===== config.mk =====
export PLATFORM = sky130hd
export DESIGN_NAME = sql_statement_tokenizer_top_flat
export DESIGN_NICKNAME = d
export VERILOG_FILES = /design/src/rtl/sqltok_pkg.sv /design/src/rtl/sqltok_in_if.sv /design/src/rtl/sqltok_out_if.sv /design/src/rtl/sqltok_step.sv /design/src/rtl/sql_statement_tokenizer_top.sv /design/src/flat_wrapper.sv
export SDC_FILE = /design/constraint.sdc
export NUM_CORES = 1
export LEC_CHECK = 0
export BUFFER_PORTS_ARGS = -buffer_cell sky130_fd_sc_hd__buf_2
export CAP_MARGIN = 30
export CORE_ASPECT_RATIO = 0.7
export CORE_MARGIN = 1.5
export CORE_UTILIZATION = 55
export DETAILED_ROUTE_END_ITERATION = 10
export GPL_TIMING_DRIVEN = 0
export PLACE_DENSITY_LB_ADDON = 0.05
export SETUP_SLACK_MARGIN = 0.05
export SYNTH_ARGS = -nofsm -noshare
export SYNTH_HDL_FRONTEND = slang
export SYNTH_SLANG_ARGS = --single-unit

===== constraint.sdc =====
create_clock -name clk -period 3 [get_ports clk]
set_input_delay 0.3 -clock clk [delete_from_list [all_inputs] [get_ports clk]]
set_output_delay 0.3 -clock clk [all_outputs]
set_load 0.05 [all_outputs]

===== src/rtl/sqltok_pkg.sv =====
`timescale 1ns / 1ps

package sqltok_pkg;

	// Width of a token position as it leaves the block.
	localparam int unsigned TOK_POS_W = 12;

	// Lexer modes.
	localparam logic [2:0] MODE_IDLE   = 3'd0;
	localparam logic [2:0] MODE_STRING = 3'd1;
	localparam logic [2:0] MODE_TICK   = 3'd2;
	localparam logic [2:0] MODE_INT    = 3'd3;
	localparam logic [2:0] MODE_REAL   = 3'd4;
	localparam logic [2:0] MODE_WORD   = 3'd5;

	// Token kinds.
	localparam logic [2:0] KIND_STRING = 3'd0;
	localparam logic [2:0] KIND_NAME   = 3'd1;
	localparam logic [2:0] KIND_INT    = 3'd2;
	localparam logic [2:0] KIND_REAL   = 3'd3;
	localparam logic [2:0] KIND_OP     = 3'd4;

	typedef logic [TOK_POS_W-1:0] tok_pos_t;

	// Lexer control state that does not depend on the statement length.
	typedef struct packed {
		logic [2:0] mode;
		logic [7:0] prev_byte;
		logic       pend_valid;
		logic [7:0] pend_byte;
		logic       exp_seen;
	} lex_ctrl_t;

	// One finished token.
	typedef struct packed {
		logic [2:0] kind;
		tok_pos_t   first_pos;
		tok_pos_t   last_pos;
		logic       last;
	} tok_t;

endpackage


===== src/rtl/sqltok_in_if.sv =====
`timescale 1ns / 1ps

interface sqltok_in_if;
	logic       valid;
	logic       ready;
	logic [7:0] char_byte;

	modport source (output valid, output char_byte, input ready);
	modport sink (input valid, input char_byte, output ready);
endinterface


===== src/rtl/sqltok_out_if.sv =====
`timescale 1ns / 1ps

interface sqltok_out_if;
	logic                             valid;
	logic                             ready;
	logic [2:0]                       token_kind;
	logic [sqltok_pkg::TOK_POS_W-1:0] token_begin;
	logic [sqltok_pkg::TOK_POS_W-1:0] token_end;
	logic                             last_of_run;

	modport source (output valid, output token_kind, output token_begin, output token_end,
		output last_of_run, input ready);
	modport sink (input valid, input token_kind, input token_begin, input token_end,
		input last_of_run, output ready);
endinterface


===== src/rtl/sqltok_step.sv =====
`timescale 1ns / 1ps

module sqltok_step #(
	parameter int unsigned MAX_LEN = 4096,
	parameter int unsigned POS_W   = 12
) (
	input  logic [7:0]            c_byte,
	input  sqltok_pkg::lex_ctrl_t ctrl,
	input  logic [POS_W-1:0]      pos,
	input  logic [POS_W-1:0]      start,
	output sqltok_pkg::lex_ctrl_t ctrl_nxt,
	output logic [POS_W-1:0]      pos_nxt,
	output logic [POS_W-1:0]      start_nxt,
	output sqltok_pkg::tok_t      tok0,
	output sqltok_pkg::tok_t      tok1,
	output logic [1:0]            tok_cnt
);
	import sqltok_pkg::*;

	localparam int unsigned EXT_W = (POS_W > TOK_POS_W) ? POS_W : TOK_POS_W;
	localparam logic [POS_W:0] POS_MAX = (POS_W + 1)'(MAX_LEN - 1);

	localparam logic [7:0] CH_NUL   = 8'h00;
	localparam logic [7:0] CH_TICK  = 8'h60;
	localparam logic [7:0] CH_MINUS = 8'h2D;
	localparam logic [7:0] CH_DOT   = 8'h2E;
	localparam logic [7:0] CH_E     = 8'h65;
	localparam logic [7:0] CH_BANG  = 8'h21;
	localparam logic [7:0] CH_LT    = 8'h3C;
	localparam logic [7:0] CH_GT    = 8'h3E;
	localparam logic [7:0] CH_EQ    = 8'h3D;
	localparam logic [7:0] CH_BSL   = 8'h5C;
	localparam logic [7:0] CH_SQ    = 8'h27;
	localparam logic [7:0] CH_DQ    = 8'h22;
	localparam logic [7:0] CH_SP    = 8'h20;
	localparam logic [7:0] CH_TAB   = 8'h09;
	localparam logic [7:0] CH_LF    = 8'h0A;
	localparam logic [7:0] CH_CR    = 8'h0D;

	logic [POS_W:0]   st_inc;
	logic [POS_W:0]   pos_inc;
	logic [POS_W-1:0] st_sat;
	logic [POS_W-1:0] pos_sat;
	logic [EXT_W-1:0] pos_x;
	logic [EXT_W-1:0] pos_m1_x;
	logic [EXT_W-1:0] st_x;
	logic [EXT_W-1:0] st_p1_x;
	logic             is_digit;
	logic             is_letter;
	logic             is_quote;
	logic             esc_prev;
	logic             op_pair;
	logic             do_scan;
	logic             first_v;
	logic             scan_v;
	tok_t             first_tok;
	tok_t             scan_tok;

	// Byte classes.
	assign is_digit  = (c_byte >= 8'h30) && (c_byte <= 8'h39);
	assign is_letter = ((c_byte >= 8'h61) && (c_byte <= 8'h7A)) ||
		((c_byte >= 8'h41) && (c_byte <= 8'h5A)) || (c_byte == 8'h5F);
	assign is_quote  = (c_byte == CH_SQ) || (c_byte == CH_DQ);
	assign esc_prev  = (ctrl.prev_byte == CH_BSL);
	assign op_pair   = ((ctrl.pend_byte == CH_BANG) && (c_byte == CH_EQ)) ||
		((ctrl.pend_byte == CH_LT) && ((c_byte == CH_GT) || (c_byte == CH_EQ))) ||
		((ctrl.pend_byte == CH_GT) && (c_byte == CH_EQ));

	// Saturating position arithmetic.
	assign st_inc   = {1'b0, start} + (POS_W + 1)'(1);
	assign pos_inc  = {1'b0, pos} + (POS_W + 1)'(1);
	assign st_sat   = (st_inc > POS_MAX) ? POS_MAX[POS_W-1:0] : st_inc[POS_W-1:0];
	assign pos_sat  = (pos_inc > POS_MAX) ? POS_MAX[POS_W-1:0] : pos_inc[POS_W-1:0];
	assign pos_x    = EXT_W'(pos);
	assign pos_m1_x = pos_x - EXT_W'(1);
	assign st_x     = EXT_W'(start);
	assign st_p1_x  = EXT_W'(st_sat);

	// Mode update, the token that closes, and the rescan of the same byte.
	always_comb begin
		ctrl_nxt  = ctrl;
		pos_nxt   = pos;
		start_nxt = start;
		first_v   = 1'b0;
		first_tok = '0;
		scan_v    = 1'b0;
		scan_tok  = '0;
		do_scan   = 1'b0;

		if (c_byte == CH_NUL) begin
			// End of statement: flush a held operator, drop any open token.
			first_v = ctrl.pend_valid;
			first_tok = '{KIND_OP, st_x[TOK_POS_W-1:0], st_x[TOK_POS_W-1:0], 1'b0};
			ctrl_nxt.mode = MODE_IDLE;
			ctrl_nxt.prev_byte = '0;
			ctrl_nxt.pend_valid = 1'b0;
			ctrl_nxt.pend_byte = '0;
			ctrl_nxt.exp_seen = 1'b0;
			pos_nxt = '0;
			start_nxt = '0;
		end else begin
			unique case (ctrl.mode)
				MODE_STRING: begin
					if (is_quote && !esc_prev) begin
						first_v = 1'b1;
						first_tok = '{KIND_STRING, st_p1_x[TOK_POS_W-1:0],
							pos_m1_x[TOK_POS_W-1:0], 1'b0};
						ctrl_nxt.mode = MODE_IDLE;
					end
				end
				MODE_TICK: begin
					if ((c_byte == CH_TICK) && !esc_prev) begin
						first_v = 1'b1;
						first_tok = '{KIND_NAME, st_p1_x[TOK_POS_W-1:0],
							pos_m1_x[TOK_POS_W-1:0], 1'b0};
						ctrl_nxt.mode = MODE_IDLE;
					end
				end
				MODE_INT: begin
					if ((c_byte == CH_DOT) || (c_byte == CH_E)) begin
						ctrl_nxt.mode = MODE_REAL;
						ctrl_nxt.exp_seen = (c_byte == CH_E);
					end else if (!is_digit) begin
						first_v = 1'b1;
						first_tok = '{KIND_INT, st_x[TOK_POS_W-1:0],
							pos_m1_x[TOK_POS_W-1:0], 1'b0};
						ctrl_nxt.mode = MODE_IDLE;
						do_scan = 1'b1;
					end
				end
				MODE_REAL: begin
					ctrl_nxt.exp_seen = 1'b0;
					// A minus right after the exponent mark stays in the real.
					if (!(ctrl.exp_seen && (c_byte == CH_MINUS)) && !is_digit) begin
						first_v = 1'b1;
						first_tok = '{KIND_REAL, st_x[TOK_POS_W-1:0],
							pos_m1_x[TOK_POS_W-1:0], 1'b0};
						ctrl_nxt.mode = MODE_IDLE;
						do_scan = 1'b1;
					end
				end
				MODE_WORD: begin
					if (!is_letter && !is_digit) begin
						first_v = 1'b1;
						first_tok = '{KIND_NAME, st_x[TOK_POS_W-1:0],
							pos_m1_x[TOK_POS_W-1:0], 1'b0};
						ctrl_nxt.mode = MODE_IDLE;
						do_scan = 1'b1;
					end
				end
				default: begin
					ctrl_nxt.mode = MODE_IDLE;
					if (ctrl.pend_valid) begin
						ctrl_nxt.pend_valid = 1'b0;
						ctrl_nxt.pend_byte = '0;
						first_v = 1'b1;
						if (op_pair) begin
							first_tok = '{KIND_OP, st_x[TOK_POS_W-1:0],
								pos_x[TOK_POS_W-1:0], 1'b0};
						end else begin
							first_tok = '{KIND_OP, st_x[TOK_POS_W-1:0],
								st_x[TOK_POS_W-1:0], 1'b0};
							do_scan = 1'b1;
						end
					end else begin
						do_scan = 1'b1;
					end
				end
			endcase

			// Idle scan: open a token, hold a possible two-byte operator,
			// skip white space or emit a one-byte operator.
			if (do_scan) begin
				if (is_quote) begin
					ctrl_nxt.mode = MODE_STRING;
					start_nxt = pos;
				end else if (c_byte == CH_TICK) begin
					ctrl_nxt.mode = MODE_TICK;
					start_nxt = pos;
				end else if (is_digit || (c_byte == CH_MINUS)) begin
					ctrl_nxt.mode = MODE_INT;
					ctrl_nxt.exp_seen = 1'b0;
					start_nxt = pos;
				end else if (is_letter) begin
					ctrl_nxt.mode = MODE_WORD;
					start_nxt = pos;
				end else if ((c_byte == CH_SP) || (c_byte == CH_TAB) ||
					(c_byte == CH_LF) || (c_byte == CH_CR)) begin
					start_nxt = start;
				end else if ((c_byte == CH_BANG) || (c_byte == CH_LT) ||
					(c_byte == CH_GT)) begin
					ctrl_nxt.pend_valid = 1'b1;
					ctrl_nxt.pend_byte = c_byte;
					start_nxt = pos;
				end else begin
					scan_v = 1'b1;
					scan_tok = '{KIND_OP, pos_x[TOK_POS_W-1:0], pos_x[TOK_POS_W-1:0], 1'b0};
				end
			end

			ctrl_nxt.prev_byte = c_byte;
			pos_nxt = pos_sat;
		end
	end

	// Pack the tokens of this byte in order and mark the final one.
	always_comb begin
		if (first_v) begin
			tok0 = first_tok;
			tok0.last = !scan_v;
			tok1 = scan_tok;
			tok1.last = 1'b1;
			tok_cnt = scan_v ? 2'd2 : 2'd1;
		end else begin
			tok0 = scan_tok;
			tok0.last = 1'b1;
			tok1 = '0;
			tok_cnt = scan_v ? 2'd1 : 2'd0;
		end
	end

endmodule


===== src/rtl/sql_statement_tokenizer_top.sv =====
`timescale 1ns / 1ps

// SQL statement tokenizer.
// char_in takes one statement byte per beat; the byte 0 ends the statement and
// returns the lexer to its reset state. token_out delivers one token per beat
// with its kind, inclusive begin and end positions and last_of_run, which marks
// the final token caused by one byte (a byte causes zero, one or two tokens).
// Path: a byte is captured in the input register and its tokens then move to
// the result register, from which token_out offers them.
// Throughput: one byte per cycle while each byte causes at most one token and the
// receiver takes every token; a byte that causes two tokens holds the two-entry
// result register until both leave, so the next byte waits in the input register.
// The input register keeps accepting a byte while a finished token waits, so
// char_in.ready only drops when the input register is full and the result
// register still holds a token that this cycle does not drain.
// Reset clears the lexer to idle mode at position zero and empties both
// registers. When the receiver stalls, the current token holds steady and the
// input side fills and then deasserts ready; nothing is lost.
// Positions count up to MAX_LEN-1 and then stay there.
module sql_statement_tokenizer_top #(
	parameter int unsigned MAX_LEN = 4096
) (
	input logic         clk,
	input logic         arst_n,
	sqltok_in_if.sink   char_in,
	sqltok_out_if.source token_out
);
	import sqltok_pkg::*;

	localparam int unsigned POS_W = $clog2(MAX_LEN);

	logic             valid_s1;
	logic [7:0]       byte_s1;
	lex_ctrl_t        ctrl_q;
	logic [POS_W-1:0] pos_q;
	logic [POS_W-1:0] start_q;
	tok_t             res_s2 [2];
	logic [1:0]       cnt_s2;

	lex_ctrl_t        ctrl_nxt;
	logic [POS_W-1:0] pos_nxt;
	logic [POS_W-1:0] start_nxt;
	tok_t             tok0;
	tok_t             tok1;
	logic [1:0]       tok_cnt;
	logic             in_beat;
	logic             out_beat;
	logic             advance;

	// The byte in the input register moves on once the result register
	// is empty or drains its last token this cycle.
	assign out_beat = token_out.valid && token_out.ready;
	assign advance  = valid_s1 && ((cnt_s2 == 2'd0) || ((cnt_s2 == 2'd1) && out_beat));
	assign in_beat  = char_in.valid && char_in.ready;
	assign char_in.ready = !valid_s1 || advance;

	// Input register.
	always_ff @(posedge clk or negedge arst_n) begin
		if (!arst_n) begin
			valid_s1 <= 1'b0;
		end else if (in_beat) begin
			valid_s1 <= 1'b1;
		end else if (advance) begin
			valid_s1 <= 1'b0;
		end
	end

	always_ff @(posedge clk) begin
		if (in_beat) begin
			byte_s1 <= char_in.char_byte;
		end
	end

	sqltok_step #(
		.MAX_LEN(MAX_LEN),
		.POS_W  (POS_W)
	) u_step (
		.c_byte   (byte_s1),
		.ctrl     (ctrl_q),
		.pos      (pos_q),
		.start    (start_q),
		.ctrl_nxt (ctrl_nxt),
		.pos_nxt  (pos_nxt),
		.start_nxt(start_nxt),
		.tok0     (tok0),
		.tok1     (tok1),
		.tok_cnt  (tok_cnt)
	);

	// Lexer state.
	always_ff @(posedge clk or negedge arst_n) begin
		if (!arst_n) begin
			ctrl_q <= '{MODE_IDLE, 8'h00, 1'b0, 8'h00, 1'b0};
			pos_q <= '0;
			start_q <= '0;
		end else if (advance) begin
			ctrl_q <= ctrl_nxt;
			pos_q <= pos_nxt;
			start_q <= start_nxt;
		end
	end

	// Result register: up to two tokens, shifted out one per beat.
	always_ff @(posedge clk or negedge arst_n) begin
		if (!arst_n) begin
			cnt_s2 <= 2'd0;
		end else if (advance) begin
			cnt_s2 <= tok_cnt;
		end else if (out_beat) begin
			cnt_s2 <= cnt_s2 - 2'd1;
		end
	end

	always_ff @(posedge clk) begin
		if (advance) begin
			res_s2[0] <= tok0;
			res_s2[1] <= tok1;
		end else if (out_beat) begin
			res_s2[0] <= res_s2[1];
		end
	end

	assign token_out.valid       = (cnt_s2 != 2'd0);
	assign token_out.token_kind  = res_s2[0].kind;
	assign token_out.token_begin = res_s2[0].first_pos;
	assign token_out.token_end   = res_s2[0].last_pos;
	assign token_out.last_of_run = res_s2[0].last;

endmodule


===== src/flat_wrapper.sv =====
// flat-port wrapper written by rule: the top's interface ports become plain ports
module sql_statement_tokenizer_top_flat import sqltok_pkg::*;
#(
	parameter int unsigned MAX_LEN = 4096
)
  (clk, arst_n, char_in_valid, char_in_char_byte, char_in_ready, token_out_valid, token_out_token_kind, token_out_token_begin, token_out_token_end, token_out_last_of_run, token_out_ready);
  sqltok_in_if char_in_i ();
  sqltok_out_if token_out_i ();
  input logic clk;
  input logic arst_n;
  input wire logic [$bits(char_in_i.valid)-1:0] char_in_valid;
  input wire logic [$bits(char_in_i.char_byte)-1:0] char_in_char_byte;
  output wire logic [$bits(char_in_i.ready)-1:0] char_in_ready;
  output wire logic [$bits(token_out_i.valid)-1:0] token_out_valid;
  output wire logic [$bits(token_out_i.token_kind)-1:0] token_out_token_kind;
  output wire logic [$bits(token_out_i.token_begin)-1:0] token_out_token_begin;
  output wire logic [$bits(token_out_i.token_end)-1:0] token_out_token_end;
  output wire logic [$bits(token_out_i.last_of_run)-1:0] token_out_last_of_run;
  input wire logic [$bits(token_out_i.ready)-1:0] token_out_ready;
  assign char_in_i.valid = char_in_valid;
  assign char_in_i.char_byte = char_in_char_byte;
  assign char_in_ready = char_in_i.ready;
  assign token_out_valid = token_out_i.valid;
  assign token_out_token_kind = token_out_i.token_kind;
  assign token_out_token_begin = token_out_i.token_begin;
  assign token_out_token_end = token_out_i.token_end;
  assign token_out_last_of_run = token_out_i.last_of_run;
  assign token_out_i.ready = token_out_ready;
  sql_statement_tokenizer_top #(.MAX_LEN(MAX_LEN)) u_core (.clk(clk), .arst_n(arst_n), .char_in(char_in_i), .token_out(token_out_i));
endmodule

After elaboration in Yosys (flattened, before gate mapping)

Memories as Yosys holds them, arrays and structs flattened.
Cells that the tools add are included.

Memory bits (writable): 56
Flip-flop bits (word level): 56
Bits in read-only memories: 0
Input bits: 12
Memories kept: 1
Latch bits: 0
Word-level logic and storage cells: 186

Bitwise logic cells: 1
Muxes and demuxes: 90
Order comparisons: 8
$mul: 0
Divide/modulo/power cells: 0
Add/subtract/negate cells: 4
Shifts and indexed selects: 0
Equality and inequality tests: 26
Reduce and logical (&&, ||, !) cells: 46

Memory list:

| name          | depth | bits a word | rd ports | clocked after memory_dff | wr ports | RTL line                          | RTL |
|---|---|---|---|---|---|---|---|
| u_core.res_s2 | 2     | 28          | 2        | 0                        | 2        | sql_statement_tokenizer_top.sv:37 | `tok_t res_s2 [2];` |

Operators with widths:

| operator                                                                         | count |
|---|---|
| 28-bit 2-to-1 mux                                                                | 14 |
| 28-bit case mux with 5 select lines                                              | 1 |
| 12-bit 2-to-1 mux                                                                | 11 |
| 8-bit by 6-bit equality test with 1-bit output, second input constant            | 12 |
| 27-bit 2-to-1 mux                                                                | 2 |
| 26-bit 2-to-1 mux                                                                | 2 |
| 9-bit 2-to-1 mux                                                                 | 5 |
| 3-bit 2-to-1 mux                                                                 | 11 |
| 8-bit by 7-bit equality test with 1-bit output, second input constant            | 4 |
| 10-bit 2-to-1 mux                                                                | 3 |
| 1-bit 2-to-1 mux                                                                 | 29 |
| 12-bit by 1-bit adder with 13-bit output, second input constant                  | 2 |
| 13-bit by 12-bit > comparator with 1-bit output, second input constant           | 2 |
| 25-bit 2-to-1 mux                                                                | 1 |
| 8-bit by 4-bit equality test with 1-bit output, second input constant            | 3 |
| 21-bit 2-to-1 mux                                                                | 1 |
| 8-bit by 7-bit >= comparator with 1-bit output, second input constant            | 2 |
| 8-bit by 7-bit less-or-equal comparator with 1-bit output, second input constant | 2 |
| 1-bit logical AND                                                                | 15 |
| 1-bit logical OR                                                                 | 15 |
| 3-bit case mux with 5 select lines                                               | 1 |
| 13-bit 2-to-1 mux                                                                | 1 |
| 12-bit by 1-bit subtractor with 12-bit output, second input constant             | 1 |
| 8-bit by 6-bit >= comparator with 1-bit output, second input constant            | 1 |
| 21 further kinds                                                                 | 34 |

Depth between registers and ports, before layout

Gate-level depths: netlist of run 1.

Word-level depth: 14
Mapped depth: 11
Gate-level depth less buffers: 10

Hierarchy

From an unflattened synthesis of run 1, not the netlist that was laid out.

Cells, all modules: 709
Area, all modules: 7,290.7 um^2

Modules (own cells, without submodules):

| module                      | cells each | sequential area each (um^2) | area an instance (um^2) | times used |
|---|---|---|---|---|
| sql_statement_tokenizer_top | 212        | 3,123.0                     | 4,189.0                 | 1 |
| sqltok_step                 | 497        | 0.0                         | 3,101.7                 | 1 |

Worst setup path before layout of run 1

No wires, ideal clock.

Path kind: register to register
From: register u_core.byte_s1[4]
To: memory u_core.res_s2[0][13] (netlist bit), data pin
Data required time: 2.734 ns
Clock period less this slack: 2.958 ns
Data arrival time: 2.693 ns
Stages on the path, launching flop included: 11
Setup slack: 0.042 ns
Cells stage by stage: edfxtp_1 -> buf_6 -> or4b_4 -> or3_4 -> a32o_2 -> o31a_1 -> and4b_1 -> buf_6 -> buf_8 -> a21oi_2 -> a21oi_1

RTL lines:

| item                   | RTL line                          | RTL |
|---|---|---|
| from (decl)            | sql_statement_tokenizer_top.sv:33 | `logic [7:0] byte_s1;` |
| from (signal assigned) | sql_statement_tokenizer_top.sv:70 | `byte_s1 <= char_in.char_byte;` |
| to (decl)              | sql_statement_tokenizer_top.sv:37 |  |

==> flow_metrics.py, run 1 <==
metrics = {
    "worst_setup_path": {
        "critPathLaunchType": "register",
        "critPathMaxFanout": 7,
        "cpMostUsedCell": "buf_6",
        "rrSetupSlack_ns": -0.25,
        "worst_ep_arrival_time_ns": 3.33,
        "cp_num_buf_inv": 3,
        "end_kind": "register",
        "critPathKind": "register to register",
        "cp.required_ns": 3.08,
        "worst_path_max_delay_cell": "or4b_4",
        "reg2reg_depth": 10,
        "worst_path_dominant_cell_family": "simple AND/OR/NAND/NOR gates",
        "r2r_start": "u_core.byte_s1[4]$_DFFE_PP_",
        "critPathMaxStageDelay_ns": 0.54,
        "r2r-end": "u_core.res_s2[0][1]$_DFFE_PP_",
        "crit_chain": "buf_6, or4b_4, or3_4, a32o_2, o31a_1, and4b_1, buf_6, buf_12, a21oi_4, a21oi_2",
    },
    "yosys": {
        "syn_area_per_cell_um2": 9.34,
        "synth_edf_count": 50,
        "ys_types": 77,
        "ys_warn_count": 0,
        "ys_seq_area_share_pct": 45.7,
        "synth_flop_cell": "edfxtp_1",
        "synth-seq-cells": 98,
        "synth.cell_area_mm2": 0.00591,
        "synth_nets": 655,
        "synthArstFlopShare_pct": 49.0,
        "synthCells": 633,
    },
    "die": {
        "io_pins": 42,
        "die_h_um": 89.8,
        "start_util_pct": 56.9,
        "coreArea_mm2": 0.0104,
        "die_area_mm2": 0.0114,
        "rows": 31,
        "die_w_um": 127,
    },
    "worst_hold_path": {
        "min_path_cells": 1,
        "worstHoldPathType": "input port to register",
        "min_to": "u_core.byte_s1[7]$_DFFE_PP_",
        "hp-start": "char_in_char_byte[7]",
    },
    "timing": {
        "max-slew-margin-rel_pct": 34.5,
        "rsz0062_at_grt": "true",
        "setup_slack_ns": -0.247,
        "setup_viol": 46,
        "fmax_ghz": 0.308,
        "skew_ns": 0.0147,
        "maxSlewViolCount": 0,
        "fin_crit_ns": 3.25,
        "post-route-period-util_pct": 108,
        "hold_viol": 0,
        "tightest_slew_ns": 0.983,
    },
    "power_and_ir_drop": {
        "power_density_mw_per_mm2": 1150,
        "p_leak_nw": 2.89,
        "power.share.clock_pct": 13.1,
        "pwr-share-seq_pct": 26.9,
        "p_switching_mw": 4.09,
        "power_frac_comb_pct": 60.1,
        "p_int_mw": 4.37,
        "swShare_pct": 48.4,
        "peakVddDrop_uv": 864,
    },
    "global_route": {
        "grtUsageTotal_pct": 32.9,
        "grt_pass1_vias": 5066,
        "overflow": 0,
        "grt_pass1_wl_um": 28700,
        "antenna_found_initial": 0,
        "grt_max_degree": 35,
    },
    "job": {
        "max_cap_viol_count": 0,
    },
    "layout": {
        "drive_gt1_share_pct": 24.1,
        "utilization_pct": 70.7,
        "multi_input_area_mm2": 0.00337,
        "nFillCells": 811,
        "n_antenna_cell": 0,
        "syn2layout_area_growth_pct": 24.2,
        "final_nets": 740,
        "instances_no_fill": 855,
        "area.sequential_mm2": 0.00270,
    },
    "cts": {
        "cts_sinks": 98,
        "numCtsBuffers": 9,
        "worst_setup_hold_path_clk_slew_ns": 0.08,
        "clkLatencyLatePin_ns": 0.35,
        "tritoncts": "built",
        "cts-root-buf": "clkbuf_16",
        "clockBufferDepth": 2,
        "htree_levels": 3,
    },
    "drt": {
        "drt-initial-drc-count": 946,
        "routed_wirelength_um": 18700,
        "routed_via_density": 6.78,
        "vias": 5801,
        "route.antenna.remaining_nets": 0,
        "wire_per_inst_um": 21.8,
        "drc": 0,
        "firstDrtPassIters": 5,
    },
    "placement": {
        "io_buffers": 41,
        "placedCellCount": 809,
        "dp_slack_ns": -0.670,
        "dp_hpwl_um": 12900,
        "gp_congestion": 0.960,
    },
    "run_status": {
        "violations": "setup timing",
        "status": "finished with violations",
    },
}
logic make-up after synthesis:
logic type      synth area share [%]
simple gates                    21.2
compound gates                  24.5
flops                           45.7
buf+inv                         4.59
fa+ha+maj                       2.12
xor+xnor                        1.04
mux                            0.867
power by group through the flow:
stage	clock (mW)	sequential, mW	combinational [mW]
2_1_floorplan	0	2.93	2.05
3_3_place_gp	0	2.27	3.74
3_5_place_dp	0	2.29	3.83
4_1_cts	1.11	2.27	4.31
5_1_grt	1.16	2.32	5.33
6_report	1.11	2.27	5.08
worst reg2reg max path, stage by stage, from the launching register on:
cell      delay, ns
edfxtp_1       0.39
buf_6          0.16
or4b_4         0.54
or3_4          0.45
a32o_2         0.34
o31a_1         0.30
and4b_1        0.22
buf_6          0.16
buf_12         0.15
a21oi_4        0.18
a21oi_2        0.09
layout make-up:
class                      count  area share (%)
inverter                      18           0.954
sequential                    98            36.8
clock buffer                  13            3.41
timing repair buffer          75            7.36
multi-input combinational    472            45.8
buffer                        44            3.07
tap                          132            2.25
clock inverter                 3           0.341
Yosys cell counts (all sizes together), types with 5 or more instances:
master / instances / share of area, %
inv: 18 / 1.1
a22oi: 5 / 0.63
o31ai: 7 / 0.97
nand2: 62 / 3.9
ha: 10 / 2.1
nor3: 15 / 1.4
nand2b: 9 / 0.95
dfrtp: 48 / 20
or3: 6 / 0.72
a31oi: 19 / 2.0
clkbuf: 35 / 2.2
nand4: 7 / 0.74
a21oi: 59 / 5.2
and3: 6 / 0.63
nor2b: 6 / 0.63
buf: 10 / 1.2
or2: 5 / 0.53
o21ai: 42 / 3.6
edfxtp: 50 / 25
a221oi: 5 / 0.74
a21boi: 7 / 0.89
and2: 22 / 2.3
a22o: 18 / 2.7
o211ai: 7 / 0.89
nor4: 7 / 0.85
nor2: 44 / 2.8
nand3: 23 / 1.9
a21o: 6 / 0.76
flip-flops by register name (all words and copies together) (netlist names):
register and cells:
u_core.pos_q 12, u_core.ctrl_q 21, u_core.cnt_s2 2, u_core.byte_s1 8, u_core.res_s2 42, u_core.start_q 12
u_core.valid_s1 1
metrics by stage:
step	instance area [um^2]	total power, mW	hold WS (ns)	TNS (ns)
floorplan	5910	4.97	0.00441	0
global placement	6280	6.00	0.453	-26.07
detailed placement	6340	6.12	0.284	-24.14
CTS	6920	7.69	0.116	-5.24
global route	7350	8.82	0.111	-10.63
finish	7350	8.46	0.116	-7.38
worst max path at each step:
| stage | startpoint | end | slack (ns) | cells after the start |
|---|---|---|---|---|
| finish | u_core.byte_s1[4]$_DFFE_PP_ | u_core.res_s2[0][1]$_DFFE_PP_ | -0.25 | 10 |
| global route | u_core.byte_s1[1]$_DFFE_PP_ | u_core.res_s2[0][15]$_DFFE_PP_ | -0.31 | 10 |
| CTS | u_core.byte_s1[4]$_DFFE_PP_ | u_core.res_s2[0][1]$_DFFE_PP_ | -0.17 | 10 |
| detailed placement | u_core.byte_s1[0]$_DFFE_PP_ | u_core.res_s2[1][21]$_SDFFCE_PP0P_ | -0.67 | 8 |
| global placement | u_core.byte_s1[4]$_DFFE_PP_ | u_core.cnt_s2[0]$_DFFE_PN0P_ | -0.69 | 8 |
| floorplan | u_core.byte_s1[4]$_DFFE_PP_ | u_core.res_s2[0][13]$_DFFE_PP_ | 0.06 | 10 |
timing repair:
action / 4_1_cts / 5_1_grt
pin swaps: 19 / 23
gates cloned: 1 / 1
hold buffers: 1 / 0
buffers inserted: 11 / 17
gates resized for setup: 47 / 60
setup endpoints to repair: 67 / 65
hold endpoints to repair: 19 / 0
layout by cell type, fill, tap and decap left out, types with 6 or more instances in the layout:
master,instances
inv_1,17
o21ai_1,6
o31ai_1,6
a22o_1,18
a31oi_2,6
edfxtp_1,50
clkbuf_1,31
a21o_1,6
nand2b_1,9
a21oi_2,10
o21ai_0,33
buf_4,24
clkbuf_16,10
buf_6,7
and2_1,19
buf_2,45
nand2_1,57
nor2_1,43
a21oi_4,7
a21oi_1,42
o211ai_1,7
dfrtp_1,48
ha_1,8
nor3_1,12
nand4_1,7
a31oi_1,10
nand3_1,21
metal layers:
metal	vias to the layer above	global-route usage (%)	share of wire (%)
met5	-	0	0
met4	0	8.90	1.7
met2	426	42.6	40
met1	2781	52.0	45
met3	34	10.5	14
li1	2560	-	-
No activity file was read; power rests on OpenSTA's default activity.
==> run 2, diff against run 1 <==
--- a/config.mk
+++ b/config.mk
@@ -6,10 +6,10 @@
 export NUM_CORES = 1
 export LEC_CHECK = 0
-export BUFFER_PORTS_ARGS = -buffer_cell sky130_fd_sc_hd__buf_2
 export CAP_MARGIN = 30
 export CORE_ASPECT_RATIO = 0.7
 export CORE_MARGIN = 1.5
-export CORE_UTILIZATION = 55
+export CORE_UTILIZATION = 56
 export DETAILED_ROUTE_END_ITERATION = 10
+export DONT_BUFFER_PORTS = 1
 export GPL_TIMING_DRIVEN = 0
 export PLACE_DENSITY_LB_ADDON = 0.05
==> constraint.sdc (replaced) <==
create_clock -name clk -period 3 [get_ports clk]
set_input_delay 0.3 -clock clk [delete_from_list [all_inputs] [get_ports clk]]
set_output_delay 0.3 -clock clk [all_outputs]
set_load 0.02 [all_outputs]
==> run 2 against run 1 <==
Net effect: the run ends with DRC, setup timing left; largest power group unchanged; critical path depth did not move; core utilization fell by 3.1 points; routed wire length fell by 2.5%; first-iteration DRC count fell by 7.5%; count of clock-buffer cells in the layout fell by 1; non-clock buffer count fell by 52; clock skew fell by 0.0054 ns; clock power barely moved; flip-flop and latch count did not move; via count fell by 6.4%.
==> flow_metrics.py, run 2 (same netlist as run 1, synthesis figures left out) <==
metrics = {
    "layout": {
        "final_cell_mix": "nand2_1 (58), edfxtp_1 (50), dfrtp_1 (48)",
        "final_nets": 688,
        "drive_gt1_share_pct": 18.3,
        "largest_reg_flops": 42,
        "nFillCells": 843,
        "n_antenna_cell": 0,
        "top_register": "u_core.res_s2",
        "instances_no_fill": 803,
        "reg_top3": "u_core.res_s2: 42 flops, u_core.ctrl_q: 21 flops",
        "final_common_cell": "nand2_1",
        "area.sequential_mm2": 0.00270,
        "syn2layout_area_growth_pct": 17.9,
        "multi_input_area_mm2": 0.00330,
    },
    "run_status": {
        "violations": "DRC, setup timing",
        "status": "finished with violations",
    },
    "worst_setup_path": {
        "critPathLaunchType": "register",
        "r2r_start": "u_core.byte_s1[4]$_DFFE_PP_",
        "end_kind": "register",
        "worstSetupStartpoint": "u_core.byte_s1[4]$_DFFE_PP_",
        "critPathMaxFanout": 6,
        "worst_ep_arrival_time_ns": 3.28,
        "cp.required_ns": 3.10,
        "critPathKind": "register to register",
        "crit_end": "u_core.res_s2[0][2]$_DFFE_PP_",
        "rrSetupSlack_ns": -0.18,
        "r2r-end": "u_core.res_s2[0][2]$_DFFE_PP_",
        "reg2reg_depth": 10,
    },
    "drt": {
        "vias": 5429,
        "routed_via_density": 6.76,
        "route.antenna.remaining_nets": 0,
        "firstDrtPassIters": 10,
        "drt-initial-drc-count": 875,
        "wire_per_inst_um": 22.7,
        "routed_wirelength_um": 18200,
        "drc": 2,
    },
    "timing": {
        "fmax_ghz": 0.314,
        "maxSlewViolCount": 0,
        "rsz0062_at_grt": "true",
        "skew_ns": 0.00926,
        "hold_viol": 0,
        "tightest_slew_ns": 0.865,
        "hold_slack_ns": 0.0420,
        "setup_slack_ns": -0.183,
        "fin_crit_ns": 3.18,
        "final.setup.tns_ns": -3.98,
        "setup_viol": 46,
        "max-slew-margin-rel_pct": 41.8,
        "post-route-period-util_pct": 106,
    },
    "worst_hold_path": {
        "worstHoldPathType": "input port to register",
    },
    "placement": {
        "dp_hpwl_um": 12600,
        "gp_congestion": 0.924,
        "io_buffers": 0,
        "placedCellCount": 766,
    },
    "die": {
        "coreArea_mm2": 0.0103,
        "die_h_um": 89.0,
        "io_pins": 42,
        "die_w_um": 126,
        "start_util_pct": 57.3,
        "die_area_mm2": 0.0112,
        "rows": 31,
    },
    "cts": {
        "clkLatencyLatePin_ns": 0.35,
        "clockBufferDepth": 2,
        "worst_setup_hold_path_clk_slew_ns": 0.07,
        "numCtsBuffers": 9,
        "cts-root-buf": "clkbuf_16",
        "htree_levels": 3,
        "tritoncts": "built",
        "cts_sinks": 98,
    },
    "global_route": {
        "grt_pass1_vias": 4820,
        "grt_max_degree": 49,
        "overflow": 0,
        "grtUsageTotal_pct": 32.5,
        "grt_pass1_wl_um": 27300,
        "antenna_found_initial": 0,
    },
    "job": {
        "max_cap_viol_count": 0,
    },
    "power_and_ir_drop": {
        "report.power.total_mw": 7.49,
        "power_density_mw_per_mm2": 1070,
        "p_leak_nw": 2.69,
        "peakVddDrop_uv": 761,
    },
}
## run 2: cell types whose count changed in the layout (fill, tap and decap cells not counted), moves of 2 or more
cell / change
a31oi_1: +9
a31oi_4: -3
a21oi_1: +2
and2_1: -7
a31oi_2: -6
buf_4: -5
buf_2: -39
and2_4: +7
clkbuf_8: -2
buf_6: -4
clkbuf_1: -3
## run 2: cell type report
type / instances / area share, %
clock buffers: 12 / 3.53
repair buffers: 23 / 3.32
clock inverters: 4 / 0.395
plain buffers: 44 / 3.28
well taps: 132 / 2.37
flip-flops and latches: 98 / 38.8
inverters: 18 / 0.969
multi-input cells: 472 / 47.4
## run 2: per-layer routing
| metal | up-vias | part of all wire [%] | global-route usage [%] |
|---|---|---|---|
| met5 | - | 0 | 0 |
| met4 | 0 | 1.3 | 7.73 |
| met3 | 31 | 11 | 10.1 |
| met2 | 327 | 40 | 43.3 |
| met1 | 2627 | 47 | 50.6 |
| li1 | 2444 | - | - |
## run 2: critical path: stages, from the launching register on
cell       delay (ns)
edfxtp_1         0.38
buf_6            0.14
or4b_4           0.56
or3_4            0.43
a32o_2           0.35
o31a_1           0.30
and4b_1          0.20
buf_6            0.15
clkbuf_16        0.17
a21oi_4          0.15
a21oi_2          0.08
## run 2: per-stage QoR
step / utilization [%] / setup WS, ns / area [um^2]
after floorplan: - / 0.0616 / 5910
after global placement: 58.9 / -0.831 / 6080
after detailed placement: 59.0 / -0.815 / 6090
after CTS: 64.3 / -0.153 / 6630
after global routing: 67.6 / -0.222 / 6970
final: 67.6 / -0.183 / 6970
## run 2: worst min path at each step
stage | startpoint | end | slack, ns | depth (start not counted)
3_3_place_gp | arst_n | u_core.ctrl_q[3]$_DFFE_PN0P_ | 0.005 | 0
3_5_place_dp | arst_n | u_core.ctrl_q[8]$_DFFE_PN0P_ | 0.005 | 0
4_1_cts | char_in_char_byte[7] | u_core.byte_s1[7]$_DFFE_PP_ | 0.04 | 0
5_1_grt | char_in_char_byte[7] | u_core.byte_s1[7]$_DFFE_PP_ | 0.03 | 0
2_1_floorplan | arst_n | u_core.cnt_s2[0]$_DFFE_PN0P_ | 0.004 | 0
6_report | char_in_char_byte[7] | u_core.byte_s1[7]$_DFFE_PP_ | 0.04 | 0
## run 2: what timing repair did
| item | 4_1_cts | 5_1_grt |
|---|---|---|
| buffers inserted | 9 | 10 |
| resized for setup | 42 | 56 |
| pin swaps | 12 | 20 |
| hold buffers | 2 | 0 |
| gates cloned | 0 | 2 |
| setup endpoints to repair | 67 | 62 |
| endpoints found under the hold margin | 48 | 0 |
## run 2: where the power goes
| group | internal, mW | switching [mW] | leakage [nW] |
|---|---|---|---|
| Combinational | 1.41 | 2.44 | 1.43 |
| Sequential | 2.07 | 0.486 | 1.13 |
| Clock | 0.585 | 0.499 | 0.126 |
==> run 3, diff against run 2 <==
==> constraint.sdc (replaced) <==
create_clock -name clk -period 3 [get_ports clk]
set_input_delay 0.15 -clock clk [delete_from_list [all_inputs] [get_ports clk]]
set_output_delay 0.15 -clock clk [all_outputs]
set_load 0.02 [all_outputs]
==> run 3 against run 2 <==
Net effect: the run still ends with DRC, setup timing left; non-clock buffer count rose by 4; largest cell class unchanged; critical path type unchanged; final cell count rose by 0.50%; core utilization barely moved; highest routed layer unchanged; total power fell by 0.70%; count of clock-buffer cells in the layout did not move.
==> flow_metrics.py, run 3 (same netlist as run 1, synthesis figures left out) <==
metrics = {
    "run_status": {
        "status": "finished with violations",
        "violations": "DRC, setup timing",
    },
    "die": {
        "start_util_pct": 57.3,
        "coreArea_mm2": 0.0103,
        "die_h_um": 89.0,
        "die_w_um": 126,
        "io_pins": 42,
        "die_area_mm2": 0.0112,
        "rows": 31,
    },
    "worst_setup_path": {
        "worst_path_max_delay_cell": "or4b_4",
        "reg2reg_depth": 10,
        "critPathMaxStageDelay_ns": 0.55,
        "end_kind": "register",
        "cpMostUsedCell": "buf_6",
        "r2r-end": "u_core.res_s2[0][1]$_DFFE_PP_",
        "critPathKind": "register to register",
        "cp.required_ns": 3.08,
        "critPathMaxFanout": 6,
        "r2r_start": "u_core.byte_s1[4]$_DFFE_PP_",
        "rrSetupSlack_ns": -0.15,
        "worst_ep_arrival_time_ns": 3.23,
        "critPathLaunchType": "register",
        "crit_chain": "buf_6, or4b_4, or3_4, a32o_2, o31a_1, and4b_1, buf_6, buf_12, a21oi_4, a21oi_2",
    },
    "global_route": {
        "grt_pass1_wl_um": 27500,
        "grt_max_degree": 49,
        "grtUsageTotal_pct": 32.7,
        "grt_pass1_vias": 4864,
        "antenna_found_initial": 0,
        "overflow": 0,
    },
    "timing": {
        "rsz0062_at_grt": "true",
        "hold_slack_ns": 0.210,
        "maxSlewViolCount": 0,
        "hold_viol": 0,
        "setup_viol": 45,
        "post-route-period-util_pct": 105,
        "tightest_slew_ns": 0.787,
        "fmax_ghz": 0.317,
        "skew_ns": 0.00934,
        "max-slew-margin-rel_pct": 47.6,
        "fin_crit_ns": 3.15,
        "setup_slack_ns": -0.153,
    },
    "placement": {
        "io_buffers": 0,
        "gp_congestion": 0.924,
        "dp_hpwl_um": 12600,
    },
    "drt": {
        "vias": 5416,
        "routed_wirelength_um": 18100,
        "routed_via_density": 6.71,
        "wire_per_inst_um": 22.4,
        "firstDrtPassIters": 8,
        "route.antenna.remaining_nets": 0,
        "drt-initial-drc-count": 877,
        "drc": 3,
    },
    "cts": {
        "clkLatencyLatePin_ns": 0.35,
        "cts_sinks": 98,
        "tritoncts": "built",
        "htree_levels": 3,
        "worst_setup_hold_path_clk_slew_ns": 0.07,
        "cts-root-buf": "clkbuf_16",
        "clockBufferDepth": 2,
        "numCtsBuffers": 9,
    },
    "power_and_ir_drop": {
        "p_int_mw": 4.04,
        "swShare_pct": 45.7,
        "pwr-share-seq_pct": 34.4,
        "power_frac_comb_pct": 51.0,
        "power_density_mw_per_mm2": 1070,
        "p_switching_mw": 3.40,
        "peakVddDrop_uv": 762,
        "p_leak_nw": 2.68,
        "power.share.clock_pct": 14.6,
    },
    "layout": {
        "n_antenna_cell": 0,
        "area.sequential_mm2": 0.00270,
        "largest_reg_flops": 42,
        "nFillCells": 833,
        "final_nets": 692,
        "reg_top3": "u_core.res_s2: 42 flops, u_core.ctrl_q: 21 flops",
        "multi_input_area_mm2": 0.00325,
        "top_register": "u_core.res_s2",
        "syn2layout_area_growth_pct": 18.0,
        "final_cell_mix": "nand2_1 (58), edfxtp_1 (50), dfrtp_1 (48)",
        "drive_gt1_share_pct": 17.6,
        "utilization_pct": 67.6,
        "final_common_cell": "nand2_1",
    },
    "worst_hold_path": {
        "min_path_cells": 3,
        "worstHoldPathType": "input port to register",
        "min_to": "u_core.valid_s1$_DFFE_PN0P_",
        "hp-start": "token_out_ready",
    },
    "job": {
        "max_cap_viol_count": 0,
    },
}
-- run 3: changes by cell type in the layout (fill, tap and decap cells not counted), moves of 2 or more --
cell	change
a21oi_2	+2
a21oi_4	-2
buf_4	-5
dlygate4sd3_1	+9
o21ai_0	+2
o21ai_1	-3
o21ai_2	+2
-- run 3: how the worst max path moves through the flow --
stage | start | endpoint | slack [ns]
detailed placement | u_core.byte_s1[4]$_DFFE_PP_ | u_core.res_s2[0][23]$_DFFE_PP_ | -0.82
global route | u_core.cnt_s2[0]$_DFFE_PN0P_ | u_core.res_s2[0][17]$_DFFE_PP_ | -0.21
CTS | u_core.byte_s1[4]$_DFFE_PP_ | u_core.res_s2[0][1]$_DFFE_PP_ | -0.15
global placement | u_core.byte_s1[4]$_DFFE_PP_ | u_core.res_s2[0][23]$_DFFE_PP_ | -0.83
finish | u_core.byte_s1[4]$_DFFE_PP_ | u_core.res_s2[0][1]$_DFFE_PP_ | -0.15
floorplan | u_core.byte_s1[4]$_DFFE_PP_ | u_core.res_s2[0][13]$_DFFE_PP_ | 0.06
-- run 3: layout make-up --
cell class / count / share of cell area (%)
Inverter: 18 / 1.00
Clock buffer: 12 / 3.53
Multi-Input combinational cell: 472 / 46.6
Tap cell: 132 / 2.37
Clock inverter: 4 / 0.395
Timing Repair Buffer: 27 / 4.07
Buffer: 44 / 3.28
Sequential cell: 98 / 38.7
-- run 3: stage by stage --
step | power (mW) | instances | TNS [ns] | cell area (um^2) | worst slack (ns)
global placement | 5.33 | 765 | -29.76 | 6080 | -0.831
detailed placement | 5.39 | 766 | -29.33 | 6090 | -0.815
CTS | 6.86 | 801 | -3.55 | 6720 | -0.153
finish | 7.44 | 807 | -3.25 | 6980 | -0.153
global route | 7.77 | 807 | -6.64 | 6980 | -0.214
floorplan | 4.51 | 633 | 0 | 5910 | 0.0616
-- run 3: routing by layer --
layer  GRT usage [%]  wire length, um  vias up
li1                -                -     2459
met2            44.0             7320      346
met1            50.1             8290     2591
met4            7.52              172        0
met5               0                0        -
met3            11.1             2280       20
-- run 3: what timing repair did --
| action | CTS | global route |
|---|---|---|
| hold endpoints to repair | 57 | 0 |
| pin swaps | 12 | 15 |
| buffers inserted | 9 | 5 |
| hold buffers | 11 | 0 |
| endpoints found under the setup margin | 67 | 63 |
| resized for setup | 42 | 49 |
| gates cloned | 0 | 2 |
-- run 3: critical path, delay by kind of cell (launching register included) --
kind	cells	cell delay, ns
buffers and inverters	3	0.45
and+or+nand+nor	3	1.17
AOI/OAI and AO/OA	4	0.87
DFF	1	0.38
-- run 3: power by group through the flow --
stage | Sequential (mW) | Clock [mW] | Combinational [mW]
2_1_floorplan | 2.50 | 0 | 2.01
3_3_place_gp | 2.56 | 0 | 2.78
3_5_place_dp | 2.57 | 0 | 2.82
4_1_cts | 2.55 | 1.10 | 3.20
5_1_grt | 2.62 | 1.14 | 4.01
6_report | 2.56 | 1.09 | 3.79
